--- config.mk ---
export PLATFORM = sky130hd
export DESIGN_NAME = tet_crc
export DESIGN_NICKNAME = d
export VERILOG_FILES = /design/src/design/tet_pkg.sv /design/src/design/tet_crc.sv
export SDC_FILE = /design/constraint.sdc
export NUM_CORES = 1
export LEC_CHECK = 0
export ABC_AREA = 1
export BUFFER_PORTS_ARGS = -buffer_cell sky130_fd_sc_hd__buf_2
export CAP_MARGIN = 20
export CORE_MARGIN = 2
export CORE_UTILIZATION = 55
export CTS_CLUSTER_SIZE = 25
export DETAILED_ROUTE_END_ITERATION = 10
export PLACE_DENSITY = 0.88
export REMOVE_ABC_BUFFERS = 1
export SYNTH_ARGS = -nofsm -noshare
export SYNTH_HDL_FRONTEND = slang
export SYNTH_SLANG_ARGS = --single-unit
--- constraint.sdc ---
create_clock -name clk -period 32.4 [get_ports clk]
set_clock_uncertainty 0.2 [all_clocks]
set_input_delay 3.24 -clock clk [delete_from_list [all_inputs] [get_ports clk]]
set_output_delay 3.24 -clock clk [all_outputs]
set_load 0.005 [all_outputs]
--- src/design/tet_pkg.sv ---
// Package for the token escrow table: status and request codes, slot record,
// CRC-16/CCITT-FALSE byte step. No dependencies.
package tet_pkg;
	localparam int NUM_SLOTS_DEF = 8;
	localparam int CRC_BYTES = 46;

	localparam logic [2:0] REQ_ADD = 3'd0;
	localparam logic [2:0] REQ_BUY = 3'd1;
	localparam logic [2:0] REQ_ERASE = 3'd2;
	localparam logic [2:0] REQ_LIST = 3'd3;
	localparam logic [2:0] REQ_RESET = 3'd4;

	localparam logic [3:0] ST_ADDED = 4'd0;
	localparam logic [3:0] ST_FULL = 4'd1;
	localparam logic [3:0] ST_RELEASED = 4'd2;
	localparam logic [3:0] ST_NOITEM = 4'd3;
	localparam logic [3:0] ST_CORRUPT = 4'd4;
	localparam logic [3:0] ST_MISMATCH = 4'd5;
	localparam logic [3:0] ST_ERASED = 4'd6;
	localparam logic [3:0] ST_NOTFOUND = 4'd7;
	localparam logic [3:0] ST_LISTENT = 4'd8;
	localparam logic [3:0] ST_LISTEND = 4'd9;
	localparam logic [3:0] ST_RESET = 4'd10;

	localparam logic [15:0] CRC_INIT = 16'hFFFF;
	localparam logic [15:0] CRC_POLY = 16'h1021;

	// Slot record held in the table memory: id, token, stored CRC.
	typedef struct packed {
		logic [31:0]  id_high;
		logic [63:0]  id_low;
		logic [255:0] token;
		logic [15:0]  crc;
	} slot_rec_t;

	localparam int REC_W = $bits(slot_rec_t);

	// Advance the CRC by one byte, most significant bit first.
	function automatic logic [15:0] crc_byte(input logic [15:0] crc_in, input logic [7:0] b);
		logic [15:0] c;
		c = crc_in ^ {b, 8'h00};
		for (int j = 0; j < 8; j++) begin
			c = c[15] ? ({c[14:0], 1'b0} ^ CRC_POLY) : {c[14:0], 1'b0};
		end
		return c;
	endfunction
endpackage

--- src/design/tet_crc.sv ---
// Byte-serial CRC-16/CCITT-FALSE unit over one slot record (46 bytes).
// Depends on tet_pkg.
module tet_crc (
	input  logic                clk,
	input  logic                arst_n,
	input  logic                start,
	input  tet_pkg::slot_rec_t  rec,
	output logic                done,
	output logic [15:0]         crc
);
	import tet_pkg::*;

	localparam int CW = $clog2(CRC_BYTES + 1);
	localparam int MW = 8 * CRC_BYTES;

	logic [MW-1:0] msg_q;
	logic [CW-1:0] cnt_q;
	logic          busy_q;
	logic [15:0]   crc_q;

	// Shift the message out a byte a cycle through the CRC step
	always_ff @(posedge clk or negedge arst_n) begin
		if (!arst_n) begin
			busy_q <= 1'b0;
			cnt_q  <= '0;
			done   <= 1'b0;
		end else begin
			done <= 1'b0;
			if (start) begin
				busy_q <= 1'b1;
				cnt_q  <= CW'(CRC_BYTES);
				crc_q  <= CRC_INIT;
				msg_q  <= {8'h01, rec.id_high, rec.id_low, 8'h00, rec.token};
			end else if (busy_q) begin
				crc_q <= crc_byte(crc_q, msg_q[MW-1 -: 8]);
				msg_q <= {msg_q[MW-9:0], 8'h00};
				cnt_q <= cnt_q - 1'b1;
				if (cnt_q == CW'(1)) begin
					busy_q <= 1'b0;
					done   <= 1'b1;
				end
			end
		end
	end

	assign crc = crc_q;
endmodule

-- Yosys cells after proc, flatten, opt, wreduce, memory -nomap -nowiden
Cells that the tools add are included.
- logic and storage cells: 38
- input port bits: 371
- output and inout port bits: 17
- flip-flop bits (word level): 392
- mux-type cells: 19
- equality and inequality tests: 1
- reductions and logical operators: 2
- bitwise gates (word level): 9
- add/sub/neg operators: 1
- operators by type and width (cell ; count):
    2-to-1 mux 368 bit ; 1
    2-to-1 mux 360 bit ; 1
    2-to-1 mux 13 bit ; 8
    inverter 3 bit ; 8
    2-to-1 mux 16 bit ; 1
    XOR 16 bit ; 1
    2-to-1 mux 6 bit ; 2
    == test 6 x 1 -> 1 bit (second input constant) ; 1
    2-to-1 mux 1 bit ; 6
    subtractor 6 x 1 -> 6 bit (second input constant) ; 1
    AND reduction 2 bit ; 1
    nonzero test 2 bit ; 1

-- Longest topological paths before layout
- depth in word-level cells: 18
- mapped depth: 9
- mapped depth without buffers: 9

-- Least setup slack after synthesis
Ideal clock, no wire load.
- path type: input -> register
- start: input port start
- end: register msg_q[0] (enable)
- buffers on the path: 2
- library setup time: 1.072 ns
- required time: 31.128 ns
- data arrival time: 18.237 ns
- slack: 12.891 ns
- stages: 4
- path through: buf_2 nor2_1 buf_2 nor2_1
- longest elaborated chain between the ends: 2
- RTL lines (element ; line ; source):
    start: declaration ; tet_crc.sv:6 ; input logic start,
    nonzero test 2 bit (no source line) ; n/a ;
    AND reduction 2 bit (no source line) ; n/a ;
    end signal: assignment ; tet_crc.sv:33 ; msg_q <= {8'h01, rec.id_high, rec.id_low, 8'h00, rec.token};
    end signal: assignment ; tet_crc.sv:36 ; msg_q <= {msg_q[MW-9:0], 8'h00};
    end: declaration ; tet_crc.sv:16 ; logic [MW-1:0] msg_q;
No other way between the ends.
A chain may end at the register's enable or synchronous reset.

-- Worst setup path after layout
- start: input port start
- end: register msg_q[204] (enable)
The elaborated chain is that of the path after synthesis.

==> results_dict.tcl <==
set metrics [dict create \
    nFillCells 1971 \
    ys_types 27 \
    outcome "finished clean" \
    antenna_found_initial 9 \
    end_kind "flop" \
    min_to "cnt_q[5]" \
    die_h_um 176 \
    max-vdd-ir-drop_mv 0.0518 \
    relSlewSlack_pct 30.1 \
    tightest_slew_ps 1050 \
    synth_ff_type "edfxtp_1" \
    ys_seq_area_share_pct 72.0 \
    start_kind "input port" \
    synth_edf_count 384 \
    dieArea_mm2 0.0310 \
    dp_hpwl_mm 23.0 \
    syn2layout_area_growth_pct 19.9 \
    cts.path.max_buffers 3 \
    grt_pass1_wl_mm 56.1 \
    post_cts_resized 0 \
    r2r.worst_path.cells 4 \
    power_frac_clock_pct 38.4 \
    fin_ws_ps 26060 \
    vias 10600 \
    clkTransAtPathRegs_ps 60 \
    cts_setup_buffers 0 \
    fmax_mhz 158 \
    layout-drive-gt1-share_pct 32.3 \
    grt_usage_pct 23.2 \
    yosys_warnings 0 \
    worst-path-max-fanout 161 \
    power_switching_share_pct 22.0 \
    yosys-top-cells-area "edfxtp_1, a22o_1, buf_4, nand2_1, dfrtp_1" \
    wl_per_cell_um 20.6 \
    ios 388 \
    worstReg2RegStart "busy_q" \
    min_from "cnt_q[5]" \
    required_ps 32340 \
    drv_slew 0 \
    whs_path_depth 1 \
    syn_inst 1031 \
    worstSetupPathType "in -> reg" \
    p_switching_uw 258 \
    rsz0062_at_grt "no" \
    post-route-min-period_ps 6340 \
    p_leak_nw 8.04 \
    nets 1744 \
    seqPwrFrac_pct 52.8 \
    core_area_mm2 0.0294 \
    start_util_pct 55.4 \
    yosys_register_bits 392 \
    cts_tree "done" \
    pre_cts_slack_ps 24810 \
    cap_violations 0 \
    async_reset_ff_share_pct 2.04 \
    grt_max_degree 199 \
    power.density_mw_per_mm2 60.0 \
    finalSetupTns_ps 0 \
    fp.dieW_um 176 \
    routed_wl_mm 37.1 \
    p_total_mw 1.17 \
    clk-insertion-delay-late_ps 520 \
    grt_pass1_vias 10500 \
    cp.arrival_ps 6280 \
    numPortBuffers 371 \
    overflow 0 \
    yosys.area.top_type "edfxtp_1" \
    yosysMostFrequentCell "edfxtp_1" \
    period_share_pct 19.6 \
    ctsHoldBuffers 0 \
    rr_endpoint "msg_q[204]" \
    intPower_uw 913 \
    root_buffer "clkbuf_16" \
    comb_power_share_pct 8.8 \
    drc 0 \
    synth_top_area_share_pct 70.8 \
    place_congestion 0.848 \
    avgSynthCellArea_um2 15.8 \
    clock_sinks 392 \
    syn-cell-area_mm2 0.0163 \
    cts_max_level 2 \
    numCtsBuffers 41 \
    vias_per_cell 5.88 \
    rows 63 \
    worstHoldPathType "reg -> reg" \
    setup_viol 0 \
    drtAntennaViolNets 0 \
    dr.first_iter.drc_count 1028 \
    r2r_slack_ps 29040 \
    synth_commonest_cells "edfxtp_1, a22o_1, nand2_1, inv_1, buf_4" \
    hold_viol_final 0 \
    first_pass_iters 5 \
]
[worst max-delay path, cell delays in order]
cell,delay [ps]
buf_8,630
nor2_1,510
nor2_4,300
buf_12,610
buf_4,770
[kinds of logic (layout without fill, tap and decap cells)]
logic type	after synthesis	after routing	synth area share, %
other	0	7	0
AO/OA/AOI/OAI	384	384	19.7
buffers and inverters	129	502	4.54
adder cells (fa/ha/maj)	2	2	0.154
XOR/XNOR	12	12	0.645
flip-flops	392	392	72.0
AND/OR/NAND/NOR	112	112	2.96
[registers in the layout, indices dropped and copies added, names as in the netlist]
signal  count
msg_q     368
crc        16
cnt_q       6
busy_q      1
done        1
[routing by layer]
layer  global-route usage (%)  vias to the layer above  routed length, um
met3                     7.15                       74               3960
met1                     29.4                     5129              14200
met4                     6.92                        8                867
li1                         -                     4848                  -
met5                        0                        -                 55
met2                     38.6                      538              18100
[cells in the final DEF (no fill, tap or decap), drive strengths merged, types with 5 or more instances in the layout]
cell / n
clkinv: 21
o21ai: 26
edfxtp: 384
a21oi: 10
nand3: 17
o22ai: 5
diode: 7
a22o: 341
inv: 47
dfrtp: 8
nand2: 74
buf: 382
xnor2: 6
nor2: 12
xor2: 6
clkbuf: 48
[through the flow]
stage	cells	hold WS, ps	utilization, %	cell area [um2]
global route	1797	329	66.4	19500
CTS	1792	311	66.2	19500
global placement	1716	279	61.8	18200
finish	1801	312	66.4	19500
floorplan	946	258	-	15700
detailed placement	1716	304	61.8	18200
[power by group through the flow]
stage | Combinational (mW) | Sequential, mW | Clock [mW]
6_report | 0.103 | 0.618 | 0.450
5_1_grt | 0.113 | 0.622 | 0.476
4_1_cts | 0.103 | 0.619 | 0.458
3_5_place_dp | 0.102 | 0.628 | 0
3_3_place_gp | 0.0960 | 0.627 | 0
2_1_floorplan | 0.0554 | 0.634 | 0
[area by class of cell]
class	count	area, um2	area share, %
antenna	7	17.5	0.0897
clock buffer	48	1090	5.60
clock inverter	28	198	1.01
inverter	44	168	0.858
multi-input combinational	510	3830	19.6
sequential	392	11700	60.0
tap	390	488	2.50
timing repair buffer	382	2010	10.3
[worst max path at each step]
stage                     cells past startpoint   from          to  slack [ps]
after floorplan                               2  start    msg_q[0]       13150
after global placement                        5  start   msg_q[62]       24930
after detailed placement                      5  start   msg_q[62]       24810
after CTS                                     5  start  msg_q[214]       25380
after global routing                          5  start   msg_q[95]       25820
final                                         5  start  msg_q[204]       26060
No activity file was read; power rests on OpenSTA's default activity.
