==> config.mk <==
export PLATFORM = sky130hd
export DESIGN_NAME = tet_ram
export DESIGN_NICKNAME = d
export VERILOG_FILES = /design/src/design/tet_ram.sv
export SDC_FILE = /design/constraint.sdc
export NUM_CORES = 1
export LEC_CHECK = 0
export BUFFER_PORTS_ARGS = -buffer_cell sky130_fd_sc_hd__buf_2
export CAP_MARGIN = 30
export CORE_MARGIN = 8
export CORE_UTILIZATION = 40
export CTS_CLUSTER_DIAMETER = 80
export DETAILED_ROUTE_END_ITERATION = 8
export SKIP_CTS_REPAIR_TIMING = 1
export SLEW_MARGIN = 40
export SYNTH_ARGS = -nofsm -noshare
export SYNTH_HDL_FRONTEND = slang
export SYNTH_SLANG_ARGS = --single-unit
export TNS_END_PERCENT = 20
==> constraint.sdc <==
create_clock -name clk -period 2.1 [get_ports clk]
set_input_delay 0.42 -clock clk [delete_from_list [all_inputs] [get_ports clk]]
set_output_delay 0.42 -clock clk [all_outputs]
set_load 0.02 [all_outputs]
==> src/design/tet_ram.sv <==
// Generic single-port-write, single-read synchronous RAM, registered read.
// No dependencies.
module tet_ram #(
	parameter int WIDTH = 8,
	parameter int DEPTH = 8
) (
	input  logic                                           clk,
	input  logic                                           we,
	input  logic [((DEPTH > 1) ? $clog2(DEPTH) : 1)-1:0]   waddr,
	input  logic [WIDTH-1:0]                               wdata,
	input  logic [((DEPTH > 1) ? $clog2(DEPTH) : 1)-1:0]   raddr,
	output logic [WIDTH-1:0]                               rdata
);
	logic [WIDTH-1:0] mem [DEPTH];

	// Write then registered read
	always_ff @(posedge clk) begin
		if (we) begin
			mem[waddr] <= wdata;
		end
		rdata <= mem[raddr];
	end
endmodule

# Word level (Yosys, flattened, before mapping)
# Memory sizes are Yosys's and may differ from the RTL's. A register that Yosys moved wholly into a read port is not among the register bits.
# Cells that the tools add are included.
totals:
  input_bits: 16
  n_memories: 1
  regBits: 0
  ramBits: 64
classes:
  muxes: 2
mem_list:
  columns: ["memory", "depth", "width", "read_ports", "rd_ports_with_merged_regs", "write_ports", "line_no", "text"]
  rows:
  - ["mem", 8, 8, 1, 1, 1, "14", "logic [WIDTH-1:0] mem [DEPTH];"]
ops:
  columns: ["cell", "n"]
  rows:
  - ["two-way mux 1 bit", 2]

# Logic depth before layout (Yosys ltp)
# Gate-level depths: netlist (run 1).
logic_depth:
  word_depth: 2
  depth_mapped: 4
  ltp_nobuf: 2

# Least setup slack after synthesis (run 1)
# Ideal clock, no wire load.
synth_timing:
  kind: "input to register"
  from: "in waddr[2] in the netlist's numbering"
  to: "mem mem[0][0], enable pin"
  arrival_time_ns: 1.197
  path_slack_ns: 0.519
  setup_ns: 0.383
  required_time_ns: 1.717
  cell_stages: 2
  cell_sequence: "nand2b_1 nor3_1"
synth_rtl:
  columns: ["item", "line_no", "text"]
  rows:
  - ["from (decl)", "9", "input logic [((DEPTH > 1) ? $clog2(DEPTH) : 1)-1:0] waddr,"]
  - ["to (decl)", "14", null]
# No word-level cell before the write port.

==> reports/results.txt, run 1 <==
synthesized flop and latch total -> 72
max frequency -> 757 MHz
CP arrival -> 1.54 ns
Final Cell Area -> 3120 um2
Post-Route Setup TNS -> 0 ns
critical path capture point type -> flop
Final Net Count -> 168
largest cells by area after synthesis -> edfxtp_1, mux4_1, dfxtp_1
pwr/cell area -> 877 nW/um2
Yosys warning count -> 0
Final Non-Filler Cells -> 237
class of the worst hold path -> in2reg
Max Slew Vio Count -> 0
GPL Wtd Cong -> 0.712
Layout area overhead -> 15.8%
Yosys top cell area share -> 0.714
Antenna diodes -> 0
beginning of the critical path -> raddr[0]
Post-route DRC -> 0
Layout Skew -> 0.00488 ns
RSZ-0062 raised after global routing -> false
area of the core -> 6640 um2
antenna violations before repair -> 0
worst vdd rail ir drop -> 0.328 mV
commonest non-fill, non-tap cells in the layout -> edfxtp_1, buf_2, mux4_1
First-pass DRT Iterations -> 4
worst rel slew slack -> 0.754
Routed Antenna Nets -> 0
maximum number of pins on one net before global-route repair -> 17
crit start category -> input port
CTS tree -> built
final worst-path cycle share -> 0.629
root buf cell -> clkbuf_8
final setup fails -> 0
most common cell after layout, fill and taps aside -> edfxtp_1
final wirelength -> 4.48 mm
aggregate global routing overflow -> 0
sequential area share after synthesis -> 0.774
share of cells above drive strength 1 -> 0.344
Mapped Cells -> 114
Vias -> 1227
Tmin final -> 1.32 ns
Worst-Margin Slew -> 0.370 ns
Die Span Y -> 98.0 um
Synth cell types -> 14
crit path max fanout -> 16
die width -> 98.0 um
Cell Rows -> 30
GRT Util Overall -> 0.102
clk sinks -> 72
Finished Core Util -> 0.469
reg2reg start -> mem[3][7]
area of placed instances -> 2940 um2
leakage -> 1.10 nW
Min-Delay Startpoint -> wdata[6]
latest clock arrival within the worst-skew pair -> 0.33 ns
Reg clk slew, reported paths -> 0.07 ns
Synth Area per Inst -> 23.6 um2
H-tree levels -> 3
first-pass GRT wire length -> 6.93 mm
critical path class -> in2reg
CTS Buf Count -> 9
Syn Nets -> 130
Vias/cell -> 5.18
Initial Utilization -> 0.405
clk buf depth -> 2
Port Buffer Count -> 23
Cell Area, Synth -> 2690 um2
final hold vios -> 0
cell accounting for the most synthesized area -> edfxtp_1
die area -> 9610 um2
cell count after placement -> 221
routed length per instance -> 18.9 um
vias in the first global route -> 1272
status -> complete, no violations
DRT iter0 DRCs -> 72
Req. time, crit path -> 2.32 ns
max-cap violation count -> 0
Ports -> 24
flip-flops by register name, summed over array words and instances, names as in the netlist:
signal	cells
rdata	8
mem	64
Yosys cell counts (all sizes together):
library cell  count
buf               4
nand2b            3
nor2              6
edfxtp           64
dfxtp             8
mux4             16
nor3              2
nand2             2
clkbuf            1
mux2              8
final cells by class:
| class | count | area, um2 |
|---|---|---|
| clock buffer | 11 | 151 |
| sequential | 72 | 2080 |
| tap | 80 | 100 |
| multi-input combinational | 37 | 566 |
| timing repair buffer | 32 | 195 |
| clock inverter | 5 | 21.3 |
| fill | 546 | 3530 |
per-layer routing:
metal	share of wire	wire length, um	vias up	global-route usage
met5	0	0	-	0
li1	-	-	557	-
met3	0.046	207	11	0.0327
met1	0.41	1850	628	0.108
met2	0.51	2280	31	0.168
met4	0.032	144	0	0.0755
cell families after synthesis:
group	synth area share
and+or+nand+nor	0.0219
DFF	0.774
muxes	0.188
buffers and inverters	0.0163
metrics by stage:
step           hold WS (ns)  setup slack [ns]  total power, mW
2_1_floorplan         0.519             0.519             1.77
3_3_place_gp          0.649             0.443             1.83
3_5_place_dp          0.661             0.418             1.84
4_1_cts               0.327             0.780             2.77
5_1_grt               0.329             0.766             2.84
6_report              0.345             0.779             2.73
critical path: stages:
cell and delay, ns:
buf_2 0.10, buf_12 0.16, mux4_1 0.58, mux2_2 0.27
power by group:
group | internal (mW) | total (mW) | switching, mW
Sequential | 1.62 | 1.63 | 0.0113
Combinational | 0.0813 | 0.174 | 0.0929
Clock | 0.477 | 0.931 | 0.454
Total | 2.17 | 2.73 | 0.558
worst paths after layout:
check	to	cells past startpoint	slack, ns
worst min-delay path	mem[6][6]	1	0.35
worst max register to register	rdata[7]	2	0.82
worst max-delay path	rdata[3]	4	0.78
worst min register to register	rdata[6]	2	0.67
No activity file was read; power rests on OpenSTA's default activity.
==> inputs of run 2 (changes only) <==
==> constraint.sdc (replaced) <==
create_clock -name clk -period 1.2 [get_ports clk]
set_input_delay 0.24 -clock clk [delete_from_list [all_inputs] [get_ports clk]]
set_output_delay 0.24 -clock clk [all_outputs]
set_load 0.02 [all_outputs]
==> run 2 against run 1 <==
Compared with the run above: the flow now finishes with violations (setup timing); sequential cell count unchanged; sequential power up 75%; worst setup slack worse by 0.81 ns; global-route usage up 0.41 points; utilization down 0.36 points; largest cell class unchanged; count of clock-buffer cells in the layout up 4; critical path depth down 2; via count down 1.1%; wire length up 8.0%; die area unchanged.
==> reports/results.txt, run 2 (synthesis gave the netlist of run 1 again) <==
max reg flops -> 64 (unchanged)
Post-Route Setup TNS -> -0.0979 ns (-0.0979 ns)
Buf/Inv on CP -> 0 (-2)
beginning of the critical path -> mem[6][7]
final wirelength -> 4.84 mm (+8.0%)
worst-path cell chain -> mux4_2, mux2_4
final hold vios -> 0 (unchanged)
Antenna diodes -> 0 (unchanged)
clk buf depth -> 2 (unchanged)
Worst-Margin Slew -> 0.243 ns (-0.127 ns)
worst hold margin -> 0.171 ns (-0.174 ns)
GRT Util Overall -> 0.106 (+0.00411)
cell count after placement -> 224 (+1.4%)
Regs by FF count -> mem x64, rdata x8
RSZ-0062 raised after global routing -> true
Final Net Count -> 171 (+1.8%)
latest clock arrival within the worst-skew pair -> 0.33 ns (about the same)
wire length on met2 -> 2.43 mm (+6.4%)
final setup fails -> 8 (+8)
fin worst setup slack -> -0.0298 ns (-0.809 ns)
routed length per instance -> 20.2 um (+6.6%)
maximum number of pins on one net before global-route repair -> 17 (unchanged)
GPL Wtd Cong -> 0.639 (-10%)
Final Non-Filler Cells -> 240 (+1.3%)
worst rel slew slack -> 0.838 (+0.0846)
slowest cell on the critical path -> mux4_2
crit start category -> flop
Reg clk slew, reported paths -> 0.07 ns (about the same)
Power Total -> 4.78 mW (+75%)
Tmin final -> 1.23 ns
Routed Antenna Nets -> 0 (unchanged)
H-tree levels -> 3 (unchanged)
register area -> 2080 um2 (unchanged)
leakage -> 1.05 nW (-4.2%)
most common cell after layout, fill and taps aside -> edfxtp_1
class of the worst hold path -> in2reg
DRT met1 WL -> 2.07 mm (+12%)
Fillers -> 546 (unchanged)
Ports -> 24 (unchanged)
critical path capture point type -> flop
Cell Rows -> 30 (unchanged)
Port Buffer Count -> 23 (unchanged)
share of cells above drive strength 1 -> 0.444 (+0.0998)
vias in the first global route -> 1295 (+1.8%)
status -> finished, violations left
Largest Register -> mem
die area -> 9610 um2 (unchanged)
critical path's top delay family -> multiplexers
Crit Reg-Reg Endpoint -> rdata[7]
area of the core -> 6640 um2 (unchanged)
CTS tree -> built
final worst-path cycle share -> 1.02
worst vdd rail ir drop -> 0.741 mV (+130%)
worst stage delay on the critical path -> 0.48 ns (-0.10 ns)
Vias/cell -> 5.05 (-2.4%)
Post-route DRC -> 0 (unchanged)
commonest non-fill, non-tap cells in the layout -> edfxtp_1, buf_2, mux4_2
reg2reg start -> mem[6][7]
aggregate global routing overflow -> 0 (unchanged)
failing checks -> setup timing
Req. time, crit path -> 1.42 ns (-0.90 ns)
first-pass GRT wire length -> 7.24 mm (+4.5%)
CTS Buf Count -> 9 (unchanged)
Multi-input gate area -> 518 um2 (-8.4%)
Layout area overhead -> 14.9%
antenna violations before repair -> 0 (unchanged)
crit path max fanout -> 1 (-15)
max-cap violation count -> 0 (unchanged)
Initial Utilization -> 0.405 (unchanged)
Layout Skew -> 0.00424 ns (-0.000643 ns)
critical path class -> reg2reg
die width -> 98.0 um (unchanged)
Vias -> 1213 (-1.1%)
DR top layer -> met4
pwr/cell area -> 1550 nW/um2 (+76%)
Worst path depth -> 2 (-2)
reg2reg setup slack -> -0.03 ns (-0.85 ns)
First-pass DRT Iterations -> 5 (+1)
Reg2Reg Depth -> 2 (unchanged)
Max Slew Vio Count -> 0 (unchanged)
met3 WL -> 227 um (+9.7%)
root buf cell -> clkbuf_8
CP arrival -> 1.45 ns (-0.09 ns)
DRT iter0 DRCs -> 116 (+61%)
max frequency -> 813 MHz
Die Span Y -> 98.0 um (unchanged)
clk sinks -> 72 (unchanged)
Critical Path Sink -> rdata[7]
==> run 2: worst register-to-register path, stage by stage, from the launching register on <==
cell and delay, ns:
edfxtp_1 0.38, mux4_2 0.48, mux2_4 0.26
==> run 2: power by group <==
| group | switching [mW] | total [mW] | internal (mW) | leakage, nW |
|---|---|---|---|---|
| Combinational | 0.173 | 0.332 | 0.159 | 0.324 |
| Sequential | 0.0235 | 2.85 | 2.83 | 0.649 |
| Clock | 0.784 | 1.59 | 0.809 | 0.0817 |
| Total | 0.980 | 4.78 | 3.80 | 1.05 |
==> run 2: worst min-delay path by stage <==
stage | end | startpoint | slack [ns] | cells past startpoint
finish | mem[0][3] | wdata[3] | 0.17 | 1
global route | mem[4][5] | wdata[5] | 0.17 | 1
CTS | mem[0][5] | wdata[5] | 0.16 | 1
detailed placement | mem[6][2] | wdata[2] | 0.51 | 1
global placement | mem[0][6] | wdata[6] | 0.50 | 1
floorplan | mem[0][0] | wdata[0] | 0.34 | 0
==> run 2: through the flow <==
step	instance area, um2	util	worst slack, ns
2_1_floorplan	2700	-	-0.184
3_3_place_gp	2980	0.449	-0.285
3_5_place_dp	2980	0.449	-0.292
4_1_cts	3140	0.473	-0.0758
5_1_grt	3090	0.465	-0.0591
6_report	3090	0.465	-0.0298
==> run 2: per-layer routing <==
layer,global-route usage,vias to the layer above
met5,0,-
met4,0.0755,0
met3,0.0284,9
met2,0.169,28
met1,0.122,632
li1,-,544
==> run 2: cell type report <==
type,instances,area share
Timing Repair Buffer,35,0.0745
Clock inverter,1,0.00162
Tap cell,80,0.0324
Multi-Input combinational cell,37,0.168
Sequential cell,72,0.673
Clock buffer,15,0.0506
